**config.mk**
```make
export PLATFORM = sky130hd
export DESIGN_NAME = three_axis_biquad_iir_top
export DESIGN_NICKNAME = d
export VERILOG_FILES = /design/src/sv/tabiq_pkg.sv /design/src/sv/tabiq_mul.sv /design/src/sv/three_axis_biquad_iir_top.sv
export SDC_FILE = /design/constraint.sdc
export NUM_CORES = 2
export LEC_CHECK = 0
export BUFFER_PORTS_ARGS = -buffer_cell sky130_fd_sc_hd__buf_2
export CAP_MARGIN = 20
export CORE_MARGIN = 2
export CORE_UTILIZATION = 44
export DETAILED_ROUTE_END_ITERATION = 7
export PLACE_DENSITY = 0.7
export SETUP_SLACK_MARGIN = 0.4
export SYNTH_ARGS = -nofsm -noshare
export SYNTH_HDL_FRONTEND = slang
export SYNTH_SLANG_ARGS = --single-unit
```
**constraint.sdc**
```tcl
create_clock -name clk -period 11.1 [get_ports clk]
set_clock_uncertainty 0.05 [all_clocks]
set_input_delay 0 -clock clk [delete_from_list [all_inputs] [get_ports clk]]
set_output_delay 0 -clock clk [all_outputs]
set_load 0.01 [all_outputs]
```
**src/sv/tabiq_pkg.sv**
```systemverilog
package tabiq_pkg;

  // Sample and coefficient formats.
  localparam int SAMPLE_BITS    = 16;
  localparam int COEF_FRAC_BITS = 28;
  localparam int COEF_W         = 32;
  localparam int NUM_AXES       = 3;

  // Five products of COEF_W x SAMPLE_BITS need three guard bits.
  localparam int ACC_W   = COEF_W + SAMPLE_BITS + 3;
  // The sum is multiplied by gain in two halves on the shared multiplier.
  localparam int HALF_W  = (ACC_W + 1) / 2;
  localparam int MUL_B_W = HALF_W + 1;
  localparam int PROD_W  = COEF_W + MUL_B_W;
  // Full gain * sum product and the scaling back to integer samples.
  localparam int FIN_W   = ACC_W + COEF_W;
  localparam int SHIFT   = 2 * COEF_FRAC_BITS;
  localparam int RES_W   = FIN_W - SHIFT;

  typedef logic signed [SAMPLE_BITS-1:0] sample_t;
  typedef logic signed [COEF_W-1:0]      coef_t;

  localparam coef_t   COEF_ONE   = coef_t'(64'sd1 <<< COEF_FRAC_BITS);
  localparam sample_t SAMPLE_MAX = {1'b0, {(SAMPLE_BITS-1){1'b1}}};
  localparam sample_t SAMPLE_MIN = {1'b1, {(SAMPLE_BITS-1){1'b0}}};

  // Configuration register indexes.
  typedef enum logic [2:0] {
    REG_GAIN = 3'd0,
    REG_B0   = 3'd1,
    REG_B1   = 3'd2,
    REG_B2   = 3'd3,
    REG_A1   = 3'd4,
    REG_A2   = 3'd5
  } cfg_reg_t;

endpackage

```
**src/sv/tabiq_mul.sv**
```systemverilog
// Shared signed multiplier with a registered product.
module tabiq_mul import tabiq_pkg::*; (
  input  logic                      clk,
  input  logic signed [COEF_W-1:0]  mul_a,
  input  logic signed [MUL_B_W-1:0] mul_b,
  output logic signed [PROD_W-1:0]  prod
);

  always_ff @(posedge clk) begin
    prod <= mul_a * mul_b;
  end

endmodule

```
**src/sv/three_axis_biquad_iir_top.sv**
```systemverilog
// Three-axis biquad IIR filter (direct form I) for accelerometer samples. Each transfer on the
// input channel carries one signed sample per axis and a start_of_block mark; each produces
// exactly one result transfer with the three filtered values and a clipped flag. Every axis is
// filtered by the same coefficients: out = gain*(b0*x0 + b1*x1 + b2*x2 - a1*y1 - a2*y2), with
// Q4.28 coefficients, an exact sum, truncation toward minus infinity and saturation to 16 bits.
// The first two samples after reset or after a start_of_block mark give zero outputs; their
// inputs still enter the input history and zeros enter the output history. After the input
// transfer of a filtered sample, every axis runs ten steps on one shared 32 x 27 bit
// multiplier (five multiply-accumulate steps and their drain, two half products of the sum by
// gain, one wide add, one saturation step), then the done state hands the result to the output
// register. Warm-up samples pass the warm-up and done states only. in_stall is high while an item is being
// processed; the next item is taken as soon as the previous one sits in the output register,
// even if that result has not been transferred yet. Coefficients are written through the
// configuration channel, which is always ready; they should be changed only while idle.
module three_axis_biquad_iir_top import tabiq_pkg::*; (
  input  logic                    clk,
  input  logic                    rst,

  input  logic                    cfg_valid,
  output logic                    cfg_ready,
  input  logic [2:0]              cfg_index,
  input  logic [COEF_W-1:0]       cfg_data,

  input  logic                    in_valid,
  output logic                    in_stall,
  input  logic signed [SAMPLE_BITS-1:0] x_sample,
  input  logic signed [SAMPLE_BITS-1:0] y_sample,
  input  logic signed [SAMPLE_BITS-1:0] z_sample,
  input  logic                    start_of_block,

  output logic                    out_valid,
  input  logic                    out_stall,
  output logic signed [SAMPLE_BITS-1:0] x_filtered,
  output logic signed [SAMPLE_BITS-1:0] y_filtered,
  output logic signed [SAMPLE_BITS-1:0] z_filtered,
  output logic                    clipped
);

  typedef enum logic [2:0] {
    ST_IDLE,
    ST_WARM,
    ST_MAC,
    ST_GAIN_LO,
    ST_GAIN_HI,
    ST_FIN,
    ST_SAT,
    ST_DONE
  } state_t;

  // Multiply-accumulate step codes; the last one only drains the final product.
  localparam logic [2:0] TAP_B0   = 3'd0;
  localparam logic [2:0] TAP_B1   = 3'd1;
  localparam logic [2:0] TAP_B2   = 3'd2;
  localparam logic [2:0] TAP_A1   = 3'd3;
  localparam logic [2:0] TAP_A2   = 3'd4;
  localparam logic [2:0] TAP_LAST = 3'd5;

  localparam logic [1:0] AXIS_LAST = 2'(NUM_AXES - 1);
  localparam logic [1:0] POS_FULL  = 2'd2;

  state_t state;
  logic [2:0] tap;
  logic [1:0] axis;
  logic [1:0] block_pos;
  logic       neg_term;

  coef_t gain, b0_coef, b1_coef, b2_coef, a1_coef, a2_coef;

  sample_t samp  [NUM_AXES];
  sample_t x_h1  [NUM_AXES];
  sample_t x_h2  [NUM_AXES];
  sample_t y_h1  [NUM_AXES];
  sample_t y_h2  [NUM_AXES];
  sample_t res   [NUM_AXES];
  logic    clip_acc;

  logic signed [ACC_W-1:0] acc;
  logic signed [FIN_W-1:0] fin;

  logic signed [COEF_W-1:0]  mul_a;
  logic signed [MUL_B_W-1:0] mul_b;
  logic signed [PROD_W-1:0]  prod;

  coef_t   coef_sel;
  sample_t samp_sel;
  logic signed [FIN_W-1:0] prod_ext;
  logic signed [RES_W-1:0] fin_top;
  logic    fits;
  sample_t sat_val;
  logic [1:0] pos_eff;

  assign cfg_ready = 1'b1;
  assign in_stall  = (state != ST_IDLE);

  // Operand selection for the current multiply-accumulate step.
  always_comb begin
    case (tap)
      TAP_B0:  coef_sel = b0_coef;
      TAP_B1:  coef_sel = b1_coef;
      TAP_B2:  coef_sel = b2_coef;
      TAP_A1:  coef_sel = a1_coef;
      default: coef_sel = a2_coef;
    endcase
    case (tap)
      TAP_B0:  samp_sel = samp[axis];
      TAP_B1:  samp_sel = x_h1[axis];
      TAP_B2:  samp_sel = x_h2[axis];
      TAP_A1:  samp_sel = y_h1[axis];
      default: samp_sel = y_h2[axis];
    endcase
  end

  // The sum is split into an unsigned low half and a signed high half for the gain multiply.
  always_comb begin
    unique case (state)
      ST_MAC: begin
        mul_a = coef_sel;
        mul_b = {{(MUL_B_W-SAMPLE_BITS){samp_sel[SAMPLE_BITS-1]}}, samp_sel};
      end
      ST_GAIN_LO: begin
        mul_a = gain;
        mul_b = {1'b0, acc[HALF_W-1:0]};
      end
      ST_GAIN_HI: begin
        mul_a = gain;
        mul_b = {{(MUL_B_W-(ACC_W-HALF_W)){acc[ACC_W-1]}}, acc[ACC_W-1:HALF_W]};
      end
      default: begin
        mul_a = '0;
        mul_b = '0;
      end
    endcase
  end

  tabiq_mul u_mul (
    .clk   (clk),
    .mul_a (mul_a),
    .mul_b (mul_b),
    .prod  (prod)
  );

  assign prod_ext = {{(FIN_W-PROD_W){prod[PROD_W-1]}}, prod};

  // Scale back by the two fraction widths (floor), then saturate to the sample range.
  assign fin_top = fin[FIN_W-1:SHIFT];
  assign fits    = (&fin_top[RES_W-1:SAMPLE_BITS-1]) | ~(|fin_top[RES_W-1:SAMPLE_BITS-1]);
  assign sat_val = fits ? fin_top[SAMPLE_BITS-1:0]
                        : (fin_top[RES_W-1] ? SAMPLE_MIN : SAMPLE_MAX);

  assign pos_eff = start_of_block ? 2'd0 : block_pos;

  always_ff @(posedge clk) begin
    if (rst) begin
      state     <= ST_IDLE;
      tap       <= TAP_B0;
      axis      <= '0;
      block_pos <= '0;
      out_valid <= 1'b0;
      gain      <= COEF_ONE;
      b0_coef   <= COEF_ONE;
      b1_coef   <= '0;
      b2_coef   <= '0;
      a1_coef   <= '0;
      a2_coef   <= '0;
      for (int i = 0; i < NUM_AXES; i++) begin
        x_h1[i] <= '0;
        x_h2[i] <= '0;
        y_h1[i] <= '0;
        y_h2[i] <= '0;
      end
    end else begin
      if (cfg_valid && cfg_ready) begin
        unique case (cfg_index)
          REG_GAIN: gain    <= cfg_data;
          REG_B0:   b0_coef <= cfg_data;
          REG_B1:   b1_coef <= cfg_data;
          REG_B2:   b2_coef <= cfg_data;
          REG_A1:   a1_coef <= cfg_data;
          REG_A2:   a2_coef <= cfg_data;
          default: ;
        endcase
      end

      // In the done state the output register is handled below.
      if (out_valid && !out_stall && state != ST_DONE) begin
        out_valid <= 1'b0;
      end

      unique case (state)
        ST_IDLE: begin
          if (in_valid && !in_stall) begin
            samp[0]   <= x_sample;
            samp[1]   <= y_sample;
            samp[2]   <= z_sample;
            axis      <= '0;
            tap       <= TAP_B0;
            acc       <= '0;
            clip_acc  <= 1'b0;
            block_pos <= (pos_eff == POS_FULL) ? POS_FULL : pos_eff + 2'd1;
            state     <= (pos_eff == POS_FULL) ? ST_MAC : ST_WARM;
          end
        end

        ST_WARM: begin
          // Warm-up: inputs enter the history, zeros go out and into the output history.
          for (int i = 0; i < NUM_AXES; i++) begin
            x_h2[i] <= x_h1[i];
            x_h1[i] <= samp[i];
            y_h2[i] <= y_h1[i];
            y_h1[i] <= '0;
            res[i]  <= '0;
          end
          state <= ST_DONE;
        end

        ST_MAC: begin
          // The product of the previous step is added here; feedback terms are subtracted.
          if (tap != TAP_B0) begin
            if (neg_term) begin
              acc <= acc - $signed(prod[ACC_W-1:0]);
            end else begin
              acc <= acc + $signed(prod[ACC_W-1:0]);
            end
          end
          neg_term <= (tap == TAP_A1) || (tap == TAP_A2);
          if (tap == TAP_LAST) begin
            state <= ST_GAIN_LO;
          end else begin
            tap <= tap + 3'd1;
          end
        end

        ST_GAIN_LO: begin
          state <= ST_GAIN_HI;
        end

        ST_GAIN_HI: begin
          fin   <= prod_ext;
          state <= ST_FIN;
        end

        ST_FIN: begin
          fin   <= fin + (prod_ext <<< HALF_W);
          state <= ST_SAT;
        end

        ST_SAT: begin
          res[axis]  <= sat_val;
          clip_acc   <= clip_acc | ~fits;
          x_h2[axis] <= x_h1[axis];
          x_h1[axis] <= samp[axis];
          y_h2[axis] <= y_h1[axis];
          y_h1[axis] <= sat_val;
          if (axis == AXIS_LAST) begin
            state <= ST_DONE;
          end else begin
            axis  <= axis + 2'd1;
            tap   <= TAP_B0;
            acc   <= '0;
            state <= ST_MAC;
          end
        end

        ST_DONE: begin
          if (!out_valid || !out_stall) begin
            out_valid  <= 1'b1;
            x_filtered <= res[0];
            y_filtered <= res[1];
            z_filtered <= res[2];
            clipped    <= clip_acc;
            state      <= ST_IDLE;
          end
        end

        default: state <= ST_IDLE;
      endcase
    end
  end

  // The block position saturates at two and never reaches three.
  a_pos_range: assert property (@(posedge clk) disable iff (rst)
    block_pos != 2'd3)
    else $error("block position out of range");

  // An accepted item always starts either warm-up or filtering.
  a_accept_starts: assert property (@(posedge clk) disable iff (rst)
    (in_valid && !in_stall) |=> (state == ST_WARM || state == ST_MAC))
    else $error("accepted item did not start processing");

  // A clipped result has at least one axis at a saturation limit.
  a_clip_limit: assert property (@(posedge clk) disable iff (rst)
    (out_valid && clipped) |->
      (x_filtered == SAMPLE_MAX || x_filtered == SAMPLE_MIN ||
       y_filtered == SAMPLE_MAX || y_filtered == SAMPLE_MIN ||
       z_filtered == SAMPLE_MAX || z_filtered == SAMPLE_MIN))
    else $error("clipped set without a saturated axis");

  // The sequencer counters stay inside their ranges while filtering.
  a_seq_range: assert property (@(posedge clk) disable iff (rst)
    (state == ST_MAC) |-> (tap <= TAP_LAST && axis <= AXIS_LAST))
    else $error("sequencer counter out of range");

endmodule

```
# Word-level counts from Yosys, hierarchy flattened
# Memory sizes are Yosys's and may differ from the RTL's. A register that Yosys moved wholly into a read port is not among the register bits.
# Index checks and enable logic that the tools add are counted.
# op_classes
add_sub_neg,6
bitwise_logic,17
n_shift,0
div_mod_pow,0
n_eq_ne,26
n_mux,81
reduce_logical,39
magnitude_cmp,0
multipliers,1
# op_table
cell,n
2-to-1 mux 16 bit,19
2-to-1 mux 51 bit,4
case mux 83 bit (2 select lines),1
case mux 51 bit (3 select lines),1
case mux 32 bit (4 select lines),1
adder 83 bit,1
case mux 27 bit (3 select lines),1
OR reduction 16 bit,5
case mux 16 bit (4 select lines),1
case mux 32 bit (2 select lines),1
multiplier 32 x 27 -> 59 bit,1
adder 51 bit,1
subtractor 51 bit,1
2-to-1 mux 2 bit,20
"== test 3 bit, second input constant",8
case mux 3 bit (8 select lines),1
2-to-1 mux 1 bit,21
2-to-1 mux 3 bit,7
"== test 3 x 2 -> 1 bit, second input constant",6
AND reduction 2 bit,9
bitwise OR 1 bit,14
"inequality test 2 bit, second input constant",6
AND reduction 12 bit,1
AND reduction 3 bit,4
other kinds (19),35
# totals
wordCells,193
ram_bits,288
input_bits,89
n_memories,6
out_inout_bits,52
rom_bits,0
regBits,399
latch_bits,0
# memory_table
memory,depth,width,rd,rd_ports_with_merged_regs,wr,line,text
res,3,16,3,3,3,three_axis_biquad_iir_top.sv:74,sample_t res [NUM_AXES];
samp,3,16,4,1,3,three_axis_biquad_iir_top.sv:69,sample_t samp [NUM_AXES];
x_h1,3,16,4,1,3,three_axis_biquad_iir_top.sv:70,sample_t x_h1 [NUM_AXES];
x_h2,3,16,1,1,3,three_axis_biquad_iir_top.sv:71,sample_t x_h2 [NUM_AXES];
y_h1,3,16,4,1,3,three_axis_biquad_iir_top.sv:72,sample_t y_h1 [NUM_AXES];
y_h2,3,16,1,1,3,three_axis_biquad_iir_top.sv:73,sample_t y_h2 [NUM_AXES];

# Depth between registers and ports, before layout
# logic_depth
depth_word,7
depth_mapped,38
depth_no_buf,33

# Cells and area by module
# A second synthesis with hierarchy kept.
# unflattened
cells_unflattened,6998
hier_area_um2,68019.0
# modules_own_cells
module,instances,cells_per_inst,seq_area_each_um2,area_per_inst_um2
three_axis_biquad_iir_top,1,3527,19448.7,36191.0
tabiq_mul,1,3471,1181.1,31828.0

# Worst setup path before layout
# Ideal clock, no wire load.
# synth_timing
path_type,reg2reg
start,reg tap[2]
end,reg u_mul.prod[56]
stages_incl_launch_ff,34
required_time_ps,10978
period_less_slack_ps,9395
path_buffers,6
setup_ps,72
t_arrival_ps,9273
setup_slack_ps,1705
cell_sequence,dfxtp_1 inv_2 clkbuf_1 clkbuf_1 ha_1 clkbuf_1 clkbuf_1 a22oi_1 nand3_1 a32o_1 clkbuf_1 clkbuf_1 nand2_1 fa_1 inv_1 fa_1 fa_1 ha_1 inv_1 fa_1 inv_1 fa_1 fa_1 ha_1 a21oi_1 nand2_1 a221oi_1 a21oi_1 a2111oi_2 o41ai_1 or4_1 a31o_2 a21oi_1 xnor2_1
# synth_between
elab_chain_cells,4
elab_cells_between_ends,9
classes_between,mul (1); eq/ne (3); mux (4); reduce/logical (1)
# synth_rtl
item,line,text
from (decl),three_axis_biquad_iir_top.sv:62,logic [2:0] tap;
from (signal assigned),three_axis_biquad_iir_top.sv:229,tap <= tap + 3'd1;
== test 3 x 2 -> 1 bit (tied with other cells),"three_axis_biquad_iir_top.sv:97, three_axis_biquad_iir_top.sv:104",
case mux 16 bit (4 select lines) or case mux 32 bit (4 select lines) (tied branches),"three_axis_biquad_iir_top.sv:104, three_axis_biquad_iir_top.sv:97",
case mux 27 bit (3 select lines) or case mux 32 bit (2 select lines) (tied branches),three_axis_biquad_iir_top.sv:115,unique case (state)
multiplier 32 x 27 -> 59 bit (*),tabiq_mul.sv:10,prod <= mul_a * mul_b;
to (signal assigned),tabiq_mul.sv:10,
to (decl),tabiq_mul.sv:6,output logic signed [PROD_W-1:0] prod
# Every way passes the cells marked *; elsewhere a longest branch is shown, timed or not.
# A chain may end at the register's enable or synchronous reset.

==> metrics.md <==
| Metric | Value |
|---|---|
| Min-delay worst type | in -> reg |
| Vias in the first global route | 54400 |
| Vias | 53400 |
| Post-synth EDFFs | 511 |
| GR Overflow Total | 0 |
| Switch Pwr | 3.79 mW |
| Std cell rows | 143 |
| Clock slew at reported path FFs | 0.07 ns |
| DR WL/cell | 23.2 um |
| # setup viols final | 0 |
| Design Area, Final | 74900 um2 |
| Fillers | 13700 |
| Comb pwr share | 0.359 |
| Max rail drop VDD | 0.000129 V |
| Area growth from synthesis to layout | 10.9% |
| ANT nets after route | 0 |
| Clk pwr share | 0.270 |
| Detailed Route Iter0 Violations | 5950 |
| GRT Util Overall | 0.275 |
| Commonest non-fill, non-tap cell in the layout | nand2_1 |
| Final Max Tran Viols | 0 |
| First-pass GRT wire length | 329000 um |
| Slowest-stage cell, CP | dfxtp_4 |
| CP Max Fanout | 27 |
| TritonCTS sink count | 775 |
| Cell Area, Placed | 70800 um2 |
| CP dominant cell by count | fa_1 |
| Lkg Pwr | 31.7 nW |
| Wirelength, routed | 214000 um |
| Ys async rst share | 0 |
| Final hold vios | 0 |
| Clk Latency, worst-skew pair | 0.74 ns |
| Yosys reg bits | 775 |
| Final GP Congestion | 1.00 |
| Worst EP arrival | 10.81 ns |
| Syn. warnings | 0 |
| Max-Cap Viols | 0 |
| Final nets | 8404 |
| Die area | 157000 um2 |
| Area of the mapped netlist | 67500 um2 |
| Chip Width | 396 um |
| Pwr dens | 132 nW/um2 |
| Min Clock Period, post-route | 10.29 ns |
| Die Y | 396 um |
| Sequential share of the synthesized area | 0.306 |
| H-tree Lvls | 3 |
| Ratio of cells with drive above 1 in the final layout | 0.0783 |
| Main synth FF type | edfxtp_1 |
| Port Buffers | 139 |
| Post-Syn Nets | 8251 |
| Longest Clk Path Bufs | 3 |
| Crit end category | register |
| Sequential power share | 0.370 |
| Clk root buf | clkbuf_16 |
| Setup CP Type | reg -> reg |
| DRC viols | 0 |
| Slew @ Worst Pin | 1.25 ns |
| Slew Limit Headroom | 0.166 |
| Most frequent cells in the layout | nand2_1, inv_1, fa_1 |
| First-pass DRT Iterations | 6 |
| Setup TNS | 0 ns |
| Final worst-path cycle share | 0.927 |
| Tot Pwr | 9.91 mW |
| Ports | 141 |
| Post-Syn Area per Cell | 9.66 um2 |
| Initial antenna violation count | 5 |
| Pin count of the biggest net entering global routing | 83 |
| CTS tree | built |
| Peak Freq | 0.0972 GHz |
| Worst EP required | 11.62 ns |
| Switching Fraction | 0.383 |
| Internal | 6.12 mW |
| Startpoint class of the critical path | register |
| FF+latch area | 20600 um2 |
| Final core utilization | 0.492 |
| Cell variety after synth | 85 |
| Detailed-route vias per instance | 5.78 |
| Run status | finished, final reports clean |
| RSZ-0062 raised after global routing | no |
| Core box area | 152000 um2 |
| Post-synthesis cell count | 6988 |
| Starting Density | 0.444 |
| Footprint of the multi-input gates | 41500 um2 |
| CTS Buf Count | 78 |
| Post-DP HPWL | 158000 um |
| Crit path largest cell delay | 0.64 ns |
## metal layers
metal  global-route usage  part of all wire  vias up
li1                     -                 -    23100
met1                0.365              0.39    26800
met2                0.432              0.46     2986
met3               0.0645              0.11      547
met4                0.115             0.050        2
met5                    0          0.000065        -
## what timing repair did
action / in CTS / in global routing
setup endpoints to repair: 0 / 10
endpoints found under the hold margin: 267 / 0
hold buffers: 138 / 0
resized for setup: 0 / 4
setup buffers: 0 / 4
## state kept, by name (all words and copies together) (netlist names), 48 cells and up, named ones only
name        count
res            48
u_mul.prod     59
y_h2           64
acc            51
x_h2           64
fin            57
samp           48
x_h1           64
y_h1           64
## cell families (layout without fill, tap and decap cells)
| kind of cell | count (synthesis) | in the layout | synth area share |
|---|---|---|---|
| simple gates | 2051 | 2051 | 0.127 |
| buf+inv | 1498 | 1714 | 0.0842 |
| compound gates | 1208 | 1208 | 0.117 |
| fa+ha+maj | 1174 | 1174 | 0.316 |
| flops | 775 | 775 | 0.306 |
| xor+xnor | 198 | 198 | 0.0257 |
| mux | 83 | 83 | 0.0242 |
| other cells | 1 | 2 | 0.0000555 |
## layout make-up
type / instances / area share
multi-input cells: 4715 / 0.554
flip-flops and latches: 775 / 0.276
inverters: 1125 / 0.0564
repair buffers: 446 / 0.0458
well taps: 2030 / 0.0339
clock buffers: 102 / 0.0278
clock inverters: 41 / 0.00655
diodes: 1 / 0.0000334
## critical path: cells and delay by family, from the launching register on
family / cells / cell delay (ns)
AOI/OAI and AO/OA: 11 / 2.90
xor gates and xnor gates: 1 / 0.16
adders and majority gates: 8 / 3.97
buffers and inverters: 4 / 0.95
DFF: 1 / 0.64
muxes: 1 / 0.55
and+or+nand+nor: 3 / 0.92
## per-stage QoR
| step | hold slack, ns | instances | setup WS (ns) |
|---|---|---|---|
| 2_1_floorplan | 0.0489 | 6988 | 1.71 |
| 3_3_place_gp | 0.127 | 8949 | 0.703 |
| 3_5_place_dp | 0.128 | 8949 | 0.643 |
| 4_1_cts | 0.0185 | 9230 | 0.573 |
| 5_1_grt | 0.0640 | 9235 | 0.474 |
| 6_report | 0.0540 | 9235 | 0.808 |
## cell usage after synthesis (57+ instances only)
library cell / instances / area share
xor2_1: 57 / 0.0074
nand2_1: 1163 / 0.065
a22oi_1: 108 / 0.012
o21ai_0: 194 / 0.014
edfxtp_1: 511 / 0.23
a21oi_1: 429 / 0.032
ha_1: 285 / 0.053
clkbuf_1: 305 / 0.017
xnor2_1: 141 / 0.018
mux4_2: 64 / 0.021
inv_1: 1123 / 0.062
nor2_1: 502 / 0.028
a21o_1: 74 / 0.0082
dfxtp_1: 264 / 0.078
a22o_1: 99 / 0.013
nand3_1: 83 / 0.0062
fa_1: 889 / 0.26
nand2b_1: 58 / 0.0054
## path summary, 6_finish.rpt
path,slack [ns],cells after the start,start,end
hold reg to reg,0.37,0,res[1][8],y_filtered[8]
setup / recovery,0.81,28,register,u_mul.prod[43]
hold / removal,0.05,5,cfg_valid,a2_coef[1]
setup reg to reg,0.81,28,register,u_mul.prod[43]
## power groups by stage
stage,Clock (mW),Sequential [mW],Combinational [mW]
global placement,0,3.70,3.36
detailed placement,0,3.71,3.40
CTS,2.69,3.65,3.47
floorplan,0,3.57,2.41
finish,2.68,3.67,3.56
global route,2.81,3.67,3.85
No activity file was read; power rests on OpenSTA's default activity.
